## config.mk

```make
export PLATFORM = sky130hd
export DESIGN_NAME = heater_duty_hysteresis_ramp_flat
export DESIGN_NICKNAME = d
export VERILOG_FILES = /design/src/rtl/hdhr_pkg.sv /design/src/rtl/hdhr_if.sv /design/src/rtl/hdhr_law.sv /design/src/rtl/heater_duty_hysteresis_ramp.sv /design/src/flat_wrapper.sv
export SDC_FILE = /design/constraint.sdc
export NUM_CORES = 1
export LEC_CHECK = 0
export ABC_CLOCK_PERIOD_IN_PS = 13400
export BUFFER_PORTS_ARGS = -buffer_cell sky130_fd_sc_hd__buf_2
export CORE_UTILIZATION = 26
export DETAILED_ROUTE_END_ITERATION = 10
export GPL_TIMING_DRIVEN = 0
export PLACE_DENSITY = 0.43
export SLEW_MARGIN = 30
export SYNTH_ARGS = -nofsm -noshare
export SYNTH_HDL_FRONTEND = slang
export SYNTH_SLANG_ARGS = --single-unit
```

## constraint.sdc

```tcl
create_clock -name clock -period 13.4 [get_ports clock]
set_input_delay 1.34 -clock clock [delete_from_list [all_inputs] [get_ports clock]]
set_output_delay 1.34 -clock clock [all_outputs]
set_load 0.01 [all_outputs]
```

## src/rtl/hdhr_pkg.sv

```systemverilog
package hdhr_pkg;

   localparam int TEMP_W   = 13;
   localparam int DUTY_W   = 14;
   localparam int STATUS_W = 3;
   localparam int BAND_W   = 10;
   localparam int GAIN_W   = 10;
   localparam int CSR_IDX_W  = 3;
   localparam int CSR_DATA_W = 14;

   localparam logic [DUTY_W-1:0] DUTY_FULL = 14'd10000;

   typedef enum logic [CSR_IDX_W-1:0] {
      CSR_ENABLE      = 3'd0,
      CSR_HYST_BAND   = 3'd1,
      CSR_GAIN_KP     = 3'd2,
      CSR_RAMP_STEP   = 3'd3,
      CSR_OVER_TEMP   = 3'd4,
      CSR_VALID_MIN   = 3'd5,
      CSR_VALID_MAX   = 3'd6
   } csr_index_type;

   typedef enum logic [STATUS_W-1:0] {
      STATUS_REGULATING = 3'd0,
      STATUS_DISABLED   = 3'd1,
      STATUS_OVER_TEMP  = 3'd2,
      STATUS_INVALID    = 3'd3,
      STATUS_ABOVE_OFF  = 3'd4
   } status_type;

   typedef struct packed {
      logic                      enable;
      logic [BAND_W-1:0]         dead_band;
      logic [GAIN_W-1:0]         gain_kp;
      logic [DUTY_W-1:0]         ramp_step;
      logic signed [TEMP_W-1:0]  over_temp_limit;
      logic signed [TEMP_W-1:0]  valid_min;
      logic signed [TEMP_W-1:0]  valid_max;
   } cfg_type;

   typedef struct packed {
      logic [DUTY_W-1:0] duty;
      status_type        status;
      logic              hold_last;
   } result_type;

endpackage

```

## src/rtl/hdhr_if.sv

```systemverilog
interface hdhr_req_if import hdhr_pkg::*; ();
   logic                     valid;
   logic                     ready;
   logic signed [TEMP_W-1:0] measured_temp;
   logic signed [TEMP_W-1:0] target_temp;

   modport source (output valid, measured_temp, target_temp, input ready);
   modport sink   (input valid, measured_temp, target_temp, output ready);
endinterface

interface hdhr_rsp_if import hdhr_pkg::*; ();
   logic                valid;
   logic                ready;
   logic [DUTY_W-1:0]   duty;
   logic [STATUS_W-1:0] status;

   modport source (output valid, duty, status, input ready);
   modport sink   (input valid, duty, status, output ready);
endinterface

interface hdhr_csr_if import hdhr_pkg::*; ();
   logic                  valid;
   logic                  ready;
   logic [CSR_IDX_W-1:0]  index;
   logic [CSR_DATA_W-1:0] data;

   modport source (output valid, index, data, input ready);
   modport sink   (input valid, index, data, output ready);
endinterface

```

## src/rtl/hdhr_law.sv

```systemverilog
module hdhr_law import hdhr_pkg::*; (
   input  cfg_type                  cfg,
   input  logic signed [TEMP_W-1:0] meas,
   input  logic signed [TEMP_W-1:0] targ,
   input  logic [DUTY_W-1:0]        last_duty,
   output result_type               result
);

   logic signed [TEMP_W:0]       err;
   logic signed [TEMP_W:0]       band;
   logic [TEMP_W+GAIN_W-1:0]     prod;
   logic [TEMP_W+GAIN_W-4:0]     prod_shr;
   logic [DUTY_W-1:0]            demand;
   logic signed [DUTY_W:0]       delta;
   logic signed [DUTY_W:0]       step;

   assign err      = (TEMP_W+1)'(targ) - (TEMP_W+1)'(meas);
   assign band     = $signed({{(TEMP_W+1-BAND_W){1'b0}}, cfg.dead_band});
   // err is non-negative wherever the product is used
   assign prod     = err[TEMP_W-1:0] * cfg.gain_kp;
   assign prod_shr = prod[TEMP_W+GAIN_W-1:3];
   assign delta    = $signed({1'b0, demand}) - $signed({1'b0, last_duty});
   assign step     = $signed({1'b0, cfg.ramp_step});

   always_comb begin
      if (err >= band) begin
         if (prod_shr > (TEMP_W+GAIN_W-3)'(DUTY_FULL)) begin
            demand = DUTY_FULL;
         end else begin
            demand = prod_shr[DUTY_W-1:0];
         end
      end else begin
         demand = last_duty;
      end
   end

   always_comb begin
      result.hold_last = 1'b0;
      result.duty      = '0;
      result.status    = STATUS_REGULATING;
      if (!cfg.enable) begin
         result.status    = STATUS_DISABLED;
         result.hold_last = 1'b1;
      end else if (meas >= cfg.over_temp_limit) begin
         result.status = STATUS_OVER_TEMP;
      end else if (meas < cfg.valid_min || meas > cfg.valid_max) begin
         result.status = STATUS_INVALID;
      end else if (err <= -band) begin
         result.status = STATUS_ABOVE_OFF;
      end else if (delta > step) begin
         result.duty = last_duty + cfg.ramp_step;
      end else if (delta < -step) begin
         result.duty = last_duty - cfg.ramp_step;
      end else begin
         result.duty = demand;
      end
   end

endmodule

```

## src/rtl/heater_duty_hysteresis_ramp.sv

```systemverilog
// Heater duty controller with hysteresis dead band and slew limit.
// req_ch: one transfer per control tick carries measured_temp and target_temp.
// rsp_ch: one transfer per request carries duty (0..10000, 0.01 %) and status.
// csr_ch: register writes, index 0..6, always ready; write only while idle.
// A request is captured in the input register, computed from it through the
// control law, and its response is registered once the output register is free.
// Throughput: one request per cycle while rsp_ch does not stall; the loop on the
// last duty register closes combinationally through the control law.
// When rsp_ch stalls, the response holds and one more request is taken into
// the input register; req_ch.ready then drops until the response moves.
// Reset clears both pipeline stages, sets the last duty to zero and loads
// the register defaults (disabled, band 32, gain 125, ramp 10, limit 1360,
// valid range -640..1920).
module heater_duty_hysteresis_ramp import hdhr_pkg::*; (
   input  logic        clock,
   input  logic        reset,
   hdhr_req_if.sink    req_ch,
   hdhr_rsp_if.source  rsp_ch,
   hdhr_csr_if.sink    csr_ch
);

   cfg_type                  cfg_ff, cfg_in;
   logic                     in_valid_ff, in_valid_in;
   logic signed [TEMP_W-1:0] meas_ff, meas_in;
   logic signed [TEMP_W-1:0] targ_ff, targ_in;
   logic                     out_valid_ff, out_valid_in;
   logic [DUTY_W-1:0]        duty_ff, duty_in;
   status_type               status_ff, status_in;
   logic [DUTY_W-1:0]        last_duty_ff, last_duty_in;
   result_type               result;
   logic                     out_advance;
   logic                     in_advance;

   hdhr_law u_law (
      .cfg       (cfg_ff),
      .meas      (meas_ff),
      .targ      (targ_ff),
      .last_duty (last_duty_ff),
      .result    (result)
   );

   assign csr_ch.ready  = 1'b1;
   assign out_advance   = !out_valid_ff || rsp_ch.ready;
   assign in_advance    = in_valid_ff && out_advance;
   assign req_ch.ready  = !in_valid_ff || out_advance;

   assign rsp_ch.valid  = out_valid_ff;
   assign rsp_ch.duty   = duty_ff;
   assign rsp_ch.status = status_ff;

   always_comb begin
      cfg_in = cfg_ff;
      if (csr_ch.valid) begin
         case (csr_index_type'(csr_ch.index))
            CSR_ENABLE:    cfg_in.enable          = csr_ch.data[0];
            CSR_HYST_BAND: cfg_in.dead_band       = csr_ch.data[BAND_W-1:0];
            CSR_GAIN_KP:   cfg_in.gain_kp         = csr_ch.data[GAIN_W-1:0];
            CSR_RAMP_STEP: cfg_in.ramp_step       = csr_ch.data[DUTY_W-1:0];
            CSR_OVER_TEMP: cfg_in.over_temp_limit = $signed(csr_ch.data[TEMP_W-1:0]);
            CSR_VALID_MIN: cfg_in.valid_min       = $signed(csr_ch.data[TEMP_W-1:0]);
            CSR_VALID_MAX: cfg_in.valid_max       = $signed(csr_ch.data[TEMP_W-1:0]);
            default:       cfg_in = cfg_ff;
         endcase
      end
   end

   always_comb begin
      in_valid_in = in_valid_ff;
      meas_in     = meas_ff;
      targ_in     = targ_ff;
      if (req_ch.ready) begin
         in_valid_in = req_ch.valid;
         meas_in     = req_ch.measured_temp;
         targ_in     = req_ch.target_temp;
      end
   end

   always_comb begin
      out_valid_in = out_valid_ff;
      duty_in      = duty_ff;
      status_in    = status_ff;
      last_duty_in = last_duty_ff;
      if (out_advance) begin
         out_valid_in = in_valid_ff;
      end
      if (in_advance) begin
         duty_in   = result.duty;
         status_in = result.status;
         if (!result.hold_last) begin
            last_duty_in = result.duty;
         end
      end
   end

   always_ff @(posedge clock) begin
      if (reset) begin
         cfg_ff.enable          <= 1'b0;
         cfg_ff.dead_band       <= 10'd32;
         cfg_ff.gain_kp         <= 10'd125;
         cfg_ff.ramp_step       <= 14'd10;
         cfg_ff.over_temp_limit <= 13'sd1360;
         cfg_ff.valid_min       <= -13'sd640;
         cfg_ff.valid_max       <= 13'sd1920;
         in_valid_ff            <= 1'b0;
         out_valid_ff           <= 1'b0;
         last_duty_ff           <= '0;
      end else begin
         cfg_ff       <= cfg_in;
         in_valid_ff  <= in_valid_in;
         out_valid_ff <= out_valid_in;
         last_duty_ff <= last_duty_in;
      end
   end

   always_ff @(posedge clock) begin
      meas_ff   <= meas_in;
      targ_ff   <= targ_in;
      duty_ff   <= duty_in;
      status_ff <= status_in;
   end

endmodule
```

## src/flat_wrapper.sv

```systemverilog
// flat-port wrapper written by rule: the top's interface ports become plain ports
module heater_duty_hysteresis_ramp_flat import hdhr_pkg::*;
  (clock, reset, req_ch_valid, req_ch_measured_temp, req_ch_target_temp, req_ch_ready, rsp_ch_valid, rsp_ch_duty, rsp_ch_status, rsp_ch_ready, csr_ch_valid, csr_ch_index, csr_ch_data, csr_ch_ready);
  hdhr_req_if req_ch_i ();
  hdhr_rsp_if rsp_ch_i ();
  hdhr_csr_if csr_ch_i ();
  input  logic clock;
  input  logic reset;
  input wire logic [$bits(req_ch_i.valid)-1:0] req_ch_valid;
  input wire logic [$bits(req_ch_i.measured_temp)-1:0] req_ch_measured_temp;
  input wire logic [$bits(req_ch_i.target_temp)-1:0] req_ch_target_temp;
  output wire logic [$bits(req_ch_i.ready)-1:0] req_ch_ready;
  output wire logic [$bits(rsp_ch_i.valid)-1:0] rsp_ch_valid;
  output wire logic [$bits(rsp_ch_i.duty)-1:0] rsp_ch_duty;
  output wire logic [$bits(rsp_ch_i.status)-1:0] rsp_ch_status;
  input wire logic [$bits(rsp_ch_i.ready)-1:0] rsp_ch_ready;
  input wire logic [$bits(csr_ch_i.valid)-1:0] csr_ch_valid;
  input wire logic [$bits(csr_ch_i.index)-1:0] csr_ch_index;
  input wire logic [$bits(csr_ch_i.data)-1:0] csr_ch_data;
  output wire logic [$bits(csr_ch_i.ready)-1:0] csr_ch_ready;
  assign req_ch_i.valid = req_ch_valid;
  assign req_ch_i.measured_temp = req_ch_measured_temp;
  assign req_ch_i.target_temp = req_ch_target_temp;
  assign req_ch_ready = req_ch_i.ready;
  assign rsp_ch_valid = rsp_ch_i.valid;
  assign rsp_ch_duty = rsp_ch_i.duty;
  assign rsp_ch_status = rsp_ch_i.status;
  assign rsp_ch_i.ready = rsp_ch_ready;
  assign csr_ch_i.valid = csr_ch_valid;
  assign csr_ch_i.index = csr_ch_index;
  assign csr_ch_i.data = csr_ch_data;
  assign csr_ch_ready = csr_ch_i.ready;
  heater_duty_hysteresis_ramp u_core (.clock(clock), .reset(reset), .req_ch(req_ch_i), .rsp_ch(rsp_ch_i), .csr_ch(csr_ch_i));
endmodule
```

* Word-level counts from Yosys, hierarchy flattened
Cells that the tools add are included.
** Word-level totals
- Flip-flop bits (word level) :: 133
- Bits of input ports :: 48
- Output and inout bits :: 20
- Word-level logic and storage cells :: 64
** Operators by class
- $add $sub $neg :: 6
- $mul :: 1
- Order comparisons :: 8
- Eq/ne operators :: 6
- Muxes and demuxes :: 11
- Bitwise logic cells :: 1
- Reduce and logical (&&, ||, !) cells :: 16
** Operators with widths (number)
- $mux W14 :: 8
- $mul A13 B10 Y23 :: 1
- $gt A20 B14 Y1 const B :: 1
- $reduce_and A2 Y1 :: 8
- $gt A15 B15 Y1 :: 1
- $lt A15 B15 Y1 :: 1
- $neg A14 Y15 :: 1
- $sub A14 B14 Y15 :: 1
- $add A14 B14 Y14 :: 1
- $ge A14 B11 Y1 :: 1
- $le A14 B14 Y1 :: 1
- $neg A10 Y14 :: 1
- $sub A13 B13 Y14 :: 1
- $sub A14 B14 Y14 :: 1
- $ge A13 B13 Y1 :: 1
- $gt A13 B13 Y1 :: 1
- $lt A13 B13 Y1 :: 1
- $eq A3 B3 Y1 const B :: 3
- $eq A3 B2 Y1 const B :: 2
- $mux W2 :: 2
- $eq A3 B1 Y1 const B :: 1
- $logic_not A3 Y1 :: 1
- $logic_or A1 B1 Y1 :: 3
- $mux W3 :: 1
- other kinds (4) :: 5

* Depth between registers and ports, before layout
Gate-level depths: netlist of the first run.
- Depth after elaboration :: 13
- Depth in mapped cells :: 53

* Modules after synthesis
A second synthesis of the first run with hierarchy kept.
** Second synthesis, totals
- Cells, all modules :: 1740
- Area total of the unflattened synthesis :: 14808.0 um^2
** Modules (own cells, without submodules)
- hdhr_law :: instances 1, cells each 1303, area an instance 9967.1 um^2, sequential area each 0.0 um^2
- heater_duty_hysteresis_ramp :: instances 1, cells each 437, area an instance 4840.9 um^2, sequential area each 3093.0 um^2

* Least setup slack after synthesis of the first run
Ideal clock, no wire load.
- Path kind :: reg-to-reg
- Start :: reg u_core.meas_ff[2]
- End :: reg u_core.duty_ff[8], in the netlist u_core.rsp_ch.duty[8], data pin
- Library setup time :: 0.255 ns
- Arrival :: 11.103 ns
- Required time :: 13.145 ns
- Slack :: 2.042 ns
- Cell stages (with the launch flop) :: 51
- Buffers on the path :: 4
- Period minus slack after synthesis :: 11.358 ns
- Path through :: edfxtp_1 > inv_1 > ha_1 > nor2b_1 > o31ai_2 > a211oi_1 > or2_1 > nor3_1 > clkbuf_1 > nand2_1 > fa_1 > inv_1 > fa_1 > fa_1 > fa_1 > inv_1 > fa_1 > inv_1 > (+15 left out) > a21boi_0 > o21ai_0 > a21boi_0 > o21ai_0 > a21oi_1 > o41ai_1 > or4b_2 > o211ai_1 > ha_1 > nand3_1 > nor3_1 > o211ai_1 > o31ai_2 > or3_1 > buf_2 > a21oi_1 > a211o_1 > and2_1
** RTL lines
- start: declaration :: RTL line heater_duty_hysteresis_ramp.sv:24 : logic signed [TEMP_W-1:0] meas_ff, meas_in;
- start signal: assignment :: RTL line heater_duty_hysteresis_ramp.sv:116 : meas_ff <= meas_in;
- end signal: assignment :: RTL line heater_duty_hysteresis_ramp.sv:118 : duty_ff <= duty_in;
- end: declaration :: RTL line heater_duty_hysteresis_ramp.sv:27 : logic [DUTY_W-1:0] duty_ff, duty_in;

==> impl_metrics.env, run 1 <==
export IMPL_synth_nets=2139
export IMPL_cp_end_kind="flop"
export IMPL_cpMostUsedCell="fa_1"
export IMPL_grt_pass1_wl_um=73700
export IMPL_syn_inst=1807
export IMPL_dieArea_mm2=0.0585
export IMPL_nets=2240
export IMPL_core_rowCount=87
export IMPL_gp_congestion=0.883
export IMPL_io_pins=68
export IMPL_min_path_type="flop to flop"
export IMPL_hpwl_um=38400
export IMPL_worst_slew_pin_slew_ns=0.935
export IMPL_synth_warnings=0
export IMPL_path_class="flop to flop"
export IMPL_post_place_ws_ns=-1.28
export IMPL_grt_max_degree=28
export IMPL_slew_viol_final=0
export IMPL_r2r_setup_slack_ns=0.73
export IMPL_htree_levels=4
export IMPL_drv_cap=0
export IMPL_synth_edf_count=43
export IMPL_cts_tree="yes"
export IMPL_crit_required_ns=13.62
export IMPL_clock_skew_ns=0.0121
export IMPL_diodes=0
export IMPL_cts_buffer_depth=2
export IMPL_max_freq_mhz=78.9
export IMPL_synthSimpleGateAreaFrac_pct=21.2
export IMPL_ys_ff_latch=133
export IMPL_synth_compound_area_share_pct=18.7
export IMPL_cp_start_kind="flop"
export IMPL_synthMuxAreaShare_pct=0.627
export IMPL_fin_cells=2677
export IMPL_clk_latency_ns=0.48
export IMPL_drtPass1Iterations=7
export IMPL_crit_path_max_fanout=10
export IMPL_start_util_pct=26.4
export IMPL_r2r_end="u_core.rsp_ch.duty[7]"
export IMPL_track_usage_pct=16.3
export IMPL_min_to="u_core.cfg_ff[28]"
export IMPL_gr_total_overflow=0
export IMPL_yosysSeqAreaShare_pct=20.7
export IMPL_grt_pass1_vias=12925
export IMPL_post_route_period_util_pct=94.6
export IMPL_status="finished clean"
export IMPL_reg2regPathDepth=48
export IMPL_clock_sinks=133
export IMPL_detailroute_via_count=12938
export IMPL_core_mm2=0.0566
export IMPL_numCtsBuffers=17
export IMPL_critPathTopFamily="adder cells"
export IMPL_clk_pin_slew_worst_paths_ns=0.07
export IMPL_synthArstFlopShare_pct=0
export IMPL_hold_depth=2
export IMPL_synth_top_family_by_area="adder cells"
export IMPL_period_minus_slack_ns=12.67
export IMPL_root_buffer="clkbuf_16"
export IMPL_ys_types=90
export IMPL_setup_violations=0
export IMPL_synthAdderAreaFrac_pct=28.4
export IMPL_setup_slack_ns=0.730
export IMPL_slowest_delay_ns=0.64
export IMPL_reg2reg_from="u_core.meas_ff[0]"
export IMPL_antenna_found_initial=0
export IMPL_via_per_inst=4.83
export IMPL_die_height_um=242
export IMPL_wl_um=47100
export IMPL_drive_gt1_share_pct=9.68
export IMPL_ant_nets=0
export IMPL_worstHoldStart="u_core.cfg_ff[28]"
export IMPL_drt_iter0_drc=714
export IMPL_slew_headroom_pct=37.2
export IMPL_wl_per_cell_um=17.6
export IMPL_dp_cells=2628
export IMPL_crit_slowest_cell="a2111oi_4"
export IMPL_die_w_um=242
export IMPL_synth_area_mm2=0.0150
export IMPL_synth_xor_area_share_pct=2.67
export IMPL_hold_viol=0
export IMPL_syn_to_final_growth_pct=14.1
export IMPL_path_buf_inv=9
export IMPL_synth_area_per_cell_um2=8.28
export IMPL_cp_arrival_ns=12.89
export IMPL_port_buffers=63
export IMPL_drc=0
export IMPL_ys_flop_type="dfxtp_1"
## timing repair
action,in CTS,in global routing
buffers inserted,2,16
resized for setup,12,30
hold endpoints to repair,0,0
pin swaps,0,6
endpoints found under the setup margin,28,28
hold buffers,0,0
## placed cells by master (no fill, tap or decap), drive strengths merged, types with 39 or more instances in the layout
| cell | Yosys | routed |
|---|---|---|
| nor3 | 40 | 40 |
| buf | 11 | 95 |
| a21oi | 127 | 127 |
| nor2 | 91 | 91 |
| edfxtp | 43 | 43 |
| nand3 | 40 | 40 |
| o21ai | 48 | 48 |
| fa | 90 | 90 |
| clkbuf | 57 | 73 |
| dfxtp | 90 | 90 |
| nor2b | 39 | 39 |
| inv | 231 | 238 |
| nand2 | 247 | 247 |
| and2 | 77 | 77 |
| ha | 194 | 194 |
## metal layers
metal	track usage, %	routed length, µm
met3	2.35	1700
met1	22.0	22800
met4	5.96	1310
met2	26.3	21300
met5	0	0
## metrics by stage
step | area, µm² | util (%) | setup TNS (ns) | hold slack, ns
floorplan | 15000 | - | 0 | 0.436
global placement | 16200 | 28.7 | -28.61 | 0.445
detailed placement | 16300 | 28.8 | -28.43 | 0.447
CTS | 16900 | 29.9 | 0 | 0.457
global route | 17100 | 30.2 | -0.0305 | 0.474
finish | 17100 | 30.2 | 0 | 0.454
## worst max path at each step
stage                 startpoint               endpoint  slack [ns]  cells past startpoint
4_1_cts        u_core.meas_ff[2]  u_core.rsp_ch.duty[5]        0.05                     52
5_1_grt        u_core.meas_ff[1]  u_core.rsp_ch.duty[7]       -0.02                     51
3_3_place_gp   u_core.meas_ff[2]  u_core.rsp_ch.duty[2]       -1.31                     50
6_report       u_core.meas_ff[0]  u_core.rsp_ch.duty[7]        0.73                     48
2_1_floorplan  u_core.meas_ff[2]  u_core.rsp_ch.duty[8]        2.04                     50
3_5_place_dp   u_core.meas_ff[2]  u_core.rsp_ch.duty[2]       -1.28                     50
## cells by family after synthesis
family / count (synthesis)
adders and majority gates: 287
xor gates and xnor gates: 44
AOI/OAI and AO/OA: 390
and+or+nand+nor: 644
DFF: 133
muxes: 9
buffers and inverters: 299
other: 1
## worst min-delay path, delay by kind of cell, from the launching register on
family	cells	cell delay [ns]
AO/OA/AOI/OAI	1	0.05
flip-flops	1	0.31
AND/OR/NAND/NOR	1	0.05
## final cells by class
type | count | area [µm²]
clock buffers | 18 | 450
clock inverters | 14 | 115
plain buffers | 67 | 310
flip-flops and latches | 133 | 3090
fillers | 6150 | 39500
well taps | 756 | 946
multi-input cells | 1375 | 10800
inverters | 231 | 867
repair buffers | 83 | 478
## synth_stat cells, types with 6 or more instances
master,count,area [µm²]
nor2_1,91,342
nand3_1,40,200
or4_1,6,45.0
clkbuf_1,57,214
and3_1,8,50.1
mux2i_1,6,60.1
and2_1,76,475
xor2_1,10,87.6
dfxtp_1,90,1800
nor4_1,16,100
a22o_1,12,105
nand3b_1,14,105
ha_1,194,2430
a211oi_1,9,67.6
nor2b_1,39,244
nor3_1,40,200
o2111ai_1,6,52.6
nand4_1,8,50.1
nand2b_1,24,150
edfxtp_1,43,1290
a31oi_1,11,68.8
fa_1,90,1800
xnor2_1,33,289
a21o_1,23,173
buf_2,7,35.0
a22oi_1,8,60.1
o21ai_0,41,205
a21oi_1,127,636
o211ai_1,16,120
o21a_1,16,120
o21bai_1,6,45.0
or3_1,7,43.8
nand2_1,247,927
a2111oi_0,8,70.1
a211o_1,21,184
a311oi_1,8,70.1
inv_1,230,863
o31ai_1,11,82.6
or2_2,8,50.1
## registers in the layout, indices dropped and copies added (netlist names)
name / count
u_core.rsp_ch.status: 3
u_core.rsp_ch.valid: 1
u_core.targ_ff: 13
u_core.cfg_ff: 74
u_core.meas_ff: 13
u_core.rsp_ch.duty: 14
u_core.in_valid_ff: 1
u_core.last_duty_ff: 14
Power of run 1 is not shown: default switching activity piles up to over one toggle a cycle in this logic, so the estimate is an artifact.
==> run 2: changes to the inputs <==
Settings changed: CELL_PAD_IN_SITES_DETAIL_PLACEMENT from default to 0, CELL_PAD_IN_SITES_GLOBAL_PLACEMENT from default to 1, PLACE_DENSITY 0.43 to 0.52, SKIP_LAST_GASP from default to 1.
==> run 2 against run 1 <==
  * Cell area rose by 0.21%
  * First-iteration DRC count fell by 22%
  * Final cell count is 0.30% lower
  * Via count shrank 0.86%
  * Fmax about the same
  * Utilization increased by 0.064 points
  * Non-clock buffer count is 8 lower
  * Global-route usage up 0.28 points
  * Flip-flop and latch count unchanged
  * Largest cell class unchanged
==> impl_metrics.env, run 2 (synthesized netlist as in run 1, its figures left out) <==
export IMPL_antenna_found_initial=1
export IMPL_status="finished clean"
export IMPL_drv_cap=0
export IMPL_clock_sinks=133
export IMPL_hold_viol=0
export IMPL_cp_end_kind="flop"
export IMPL_clk_latency_ns=0.47
export IMPL_r2r_end="u_core.rsp_ch.duty[2]"
export IMPL_setup_worst_path_start="u_core.meas_ff[0]"
export IMPL_syn_to_final_growth_pct=14.3
export IMPL_max_freq_mhz=79.0
export IMPL_cp_start_kind="flop"
export IMPL_nets=2232
export IMPL_numCtsBuffers=17
export IMPL_grt_max_degree=28
export IMPL_setup_slack_ns=0.739
export IMPL_dieArea_mm2=0.0585
export IMPL_dp_cells=2627
export IMPL_via_per_inst=4.81
export IMPL_port_buffers=63
export IMPL_clk_pin_slew_worst_paths_ns=0.07
export IMPL_detailroute_via_count=12827
export IMPL_largest_reg_flops=74
export IMPL_cts_tree="yes"
export IMPL_gr_total_overflow=0
export IMPL_worstHoldStart="u_core.cfg_ff[31]"
export IMPL_crit_required_ns=13.62
export IMPL_reg2reg_from="u_core.meas_ff[0]"
export IMPL_fin_area_mm2=0.0171
export IMPL_drtPass1Iterations=6
export IMPL_slowest_delay_ns=0.61
export IMPL_slew_headroom_pct=36.8
export IMPL_path_class="flop to flop"
export IMPL_wl_per_cell_um=18.0
export IMPL_min_path_type="flop to flop"
export IMPL_die_height_um=242
export IMPL_setup_violations=0
export IMPL_gp_congestion=0.853
export IMPL_min_to="u_core.cfg_ff[31]"
export IMPL_multi_input_area_mm2=0.0109
export IMPL_reg2regPathDepth=50
export IMPL_fillers=6168
export IMPL_final_common_cell="nand2_1"
export IMPL_root_buffer="clkbuf_16"
export IMPL_r2r_setup_slack_ns=0.74
export IMPL_crit_slowest_cell="or4b_2"
export IMPL_core_rowCount=87
export IMPL_period_minus_slack_ns=12.66
export IMPL_diodes=0
export IMPL_drc=0
export IMPL_htree_levels=4
export IMPL_place_area_mm2=0.0163
export IMPL_clock_skew_ns=0.0148
export IMPL_fin_cells=2669
export IMPL_hold_depth=2
export IMPL_grt_pass1_wl_um=74400
export IMPL_worst_slew_pin_slew_ns=0.941
export IMPL_start_util_pct=26.4
export IMPL_track_usage_pct=16.6
export IMPL_final_cell_mix="nand2_1 (246), inv_1 (230), ha_1 (191), a21oi_1 (126)"
export IMPL_cp_arrival_ns=12.88
export IMPL_post_route_period_util_pct=94.5
export IMPL_die_w_um=242
export IMPL_drive_gt1_share_pct=9.78
export IMPL_regMostFlops="u_core.cfg_ff"
export IMPL_crit_path_max_fanout=10
export IMPL_grt_pass1_vias=12807
export IMPL_drt_iter0_drc=556
export IMPL_ant_nets=0
export IMPL_cts_buffer_depth=2
export IMPL_hpwl_um=39500
export IMPL_cpMostUsedCell="fa_1"
export IMPL_seq_area_mm2=0.00309
export IMPL_post_place_ws_ns=-1.37
export IMPL_io_pins=68
export IMPL_slew_viol_final=0
export IMPL_core_mm2=0.0566
export IMPL_wl_um=48100
-- run 2: changes by cell type in the layout (fill, tap and decap cells not counted), sizes merged --
cell and change:
inv +1, bufinv +2, clkinv -3, clkbuf -5, buf -3
-- run 2: repair_timing --
item,in CTS,in global routing
buffers inserted,12,2
pin swaps,3,5
gates resized for setup,19,34
endpoints found under the setup margin,28,28
hold buffers,0,0
-- run 2: final cells by class --
class,count,area share [%]
Timing Repair Buffer,78,2.62
Clock inverter,14,0.943
Sequential cell,133,18.1
Multi-Input combinational cell,1375,63.4
Clock buffer,18,2.51
Tap cell,756,5.53
Buffer,64,1.84
Inverter,231,5.07
-- run 2: worst max-delay path by stage --
stage	endpoint	slack, ns	cells after the start
CTS	u_core.rsp_ch.duty[5]	0.02	48
finish	u_core.rsp_ch.duty[2]	0.74	50
floorplan	u_core.rsp_ch.duty[8]	2.04	50
global placement	u_core.rsp_ch.duty[2]	-1.47	50
global route	u_core.rsp_ch.duty[8]	-0.009	50
detailed placement	u_core.rsp_ch.duty[2]	-1.37	50
-- run 2: layer usage --
metal	part of all wire, %	up-vias	GRT usage, %	wire, µm
li1	-	6421	-	-
met3	3.5	46	2.49	1700
met5	0.035	-	0	17
met4	2.2	2	5.40	1070
met1	47	6125	21.5	22800
met2	47	233	28.0	22500
-- run 2: metrics by stage --
step	utilization, %	hold WS [ns]	setup TNS [ns]
floorplan	-	0.436	0
global placement	28.7	0.442	-35.09
detailed placement	28.8	0.447	-33.25
CTS	30.1	0.457	0
global route	30.2	0.474	-0.0224
finish	30.2	0.454	0
-- run 2: worst max-delay path, delay by kind of cell (launching register included) --
family | cells | cell delay (ns)
DFF | 1 | 0.45
AOI/OAI and AO/OA | 18 | 3.22
and+or+nand+nor | 15 | 3.47
buffers and inverters | 7 | 1.00
adders and majority gates | 10 | 4.21
Power of run 2 is left out for the same reason.
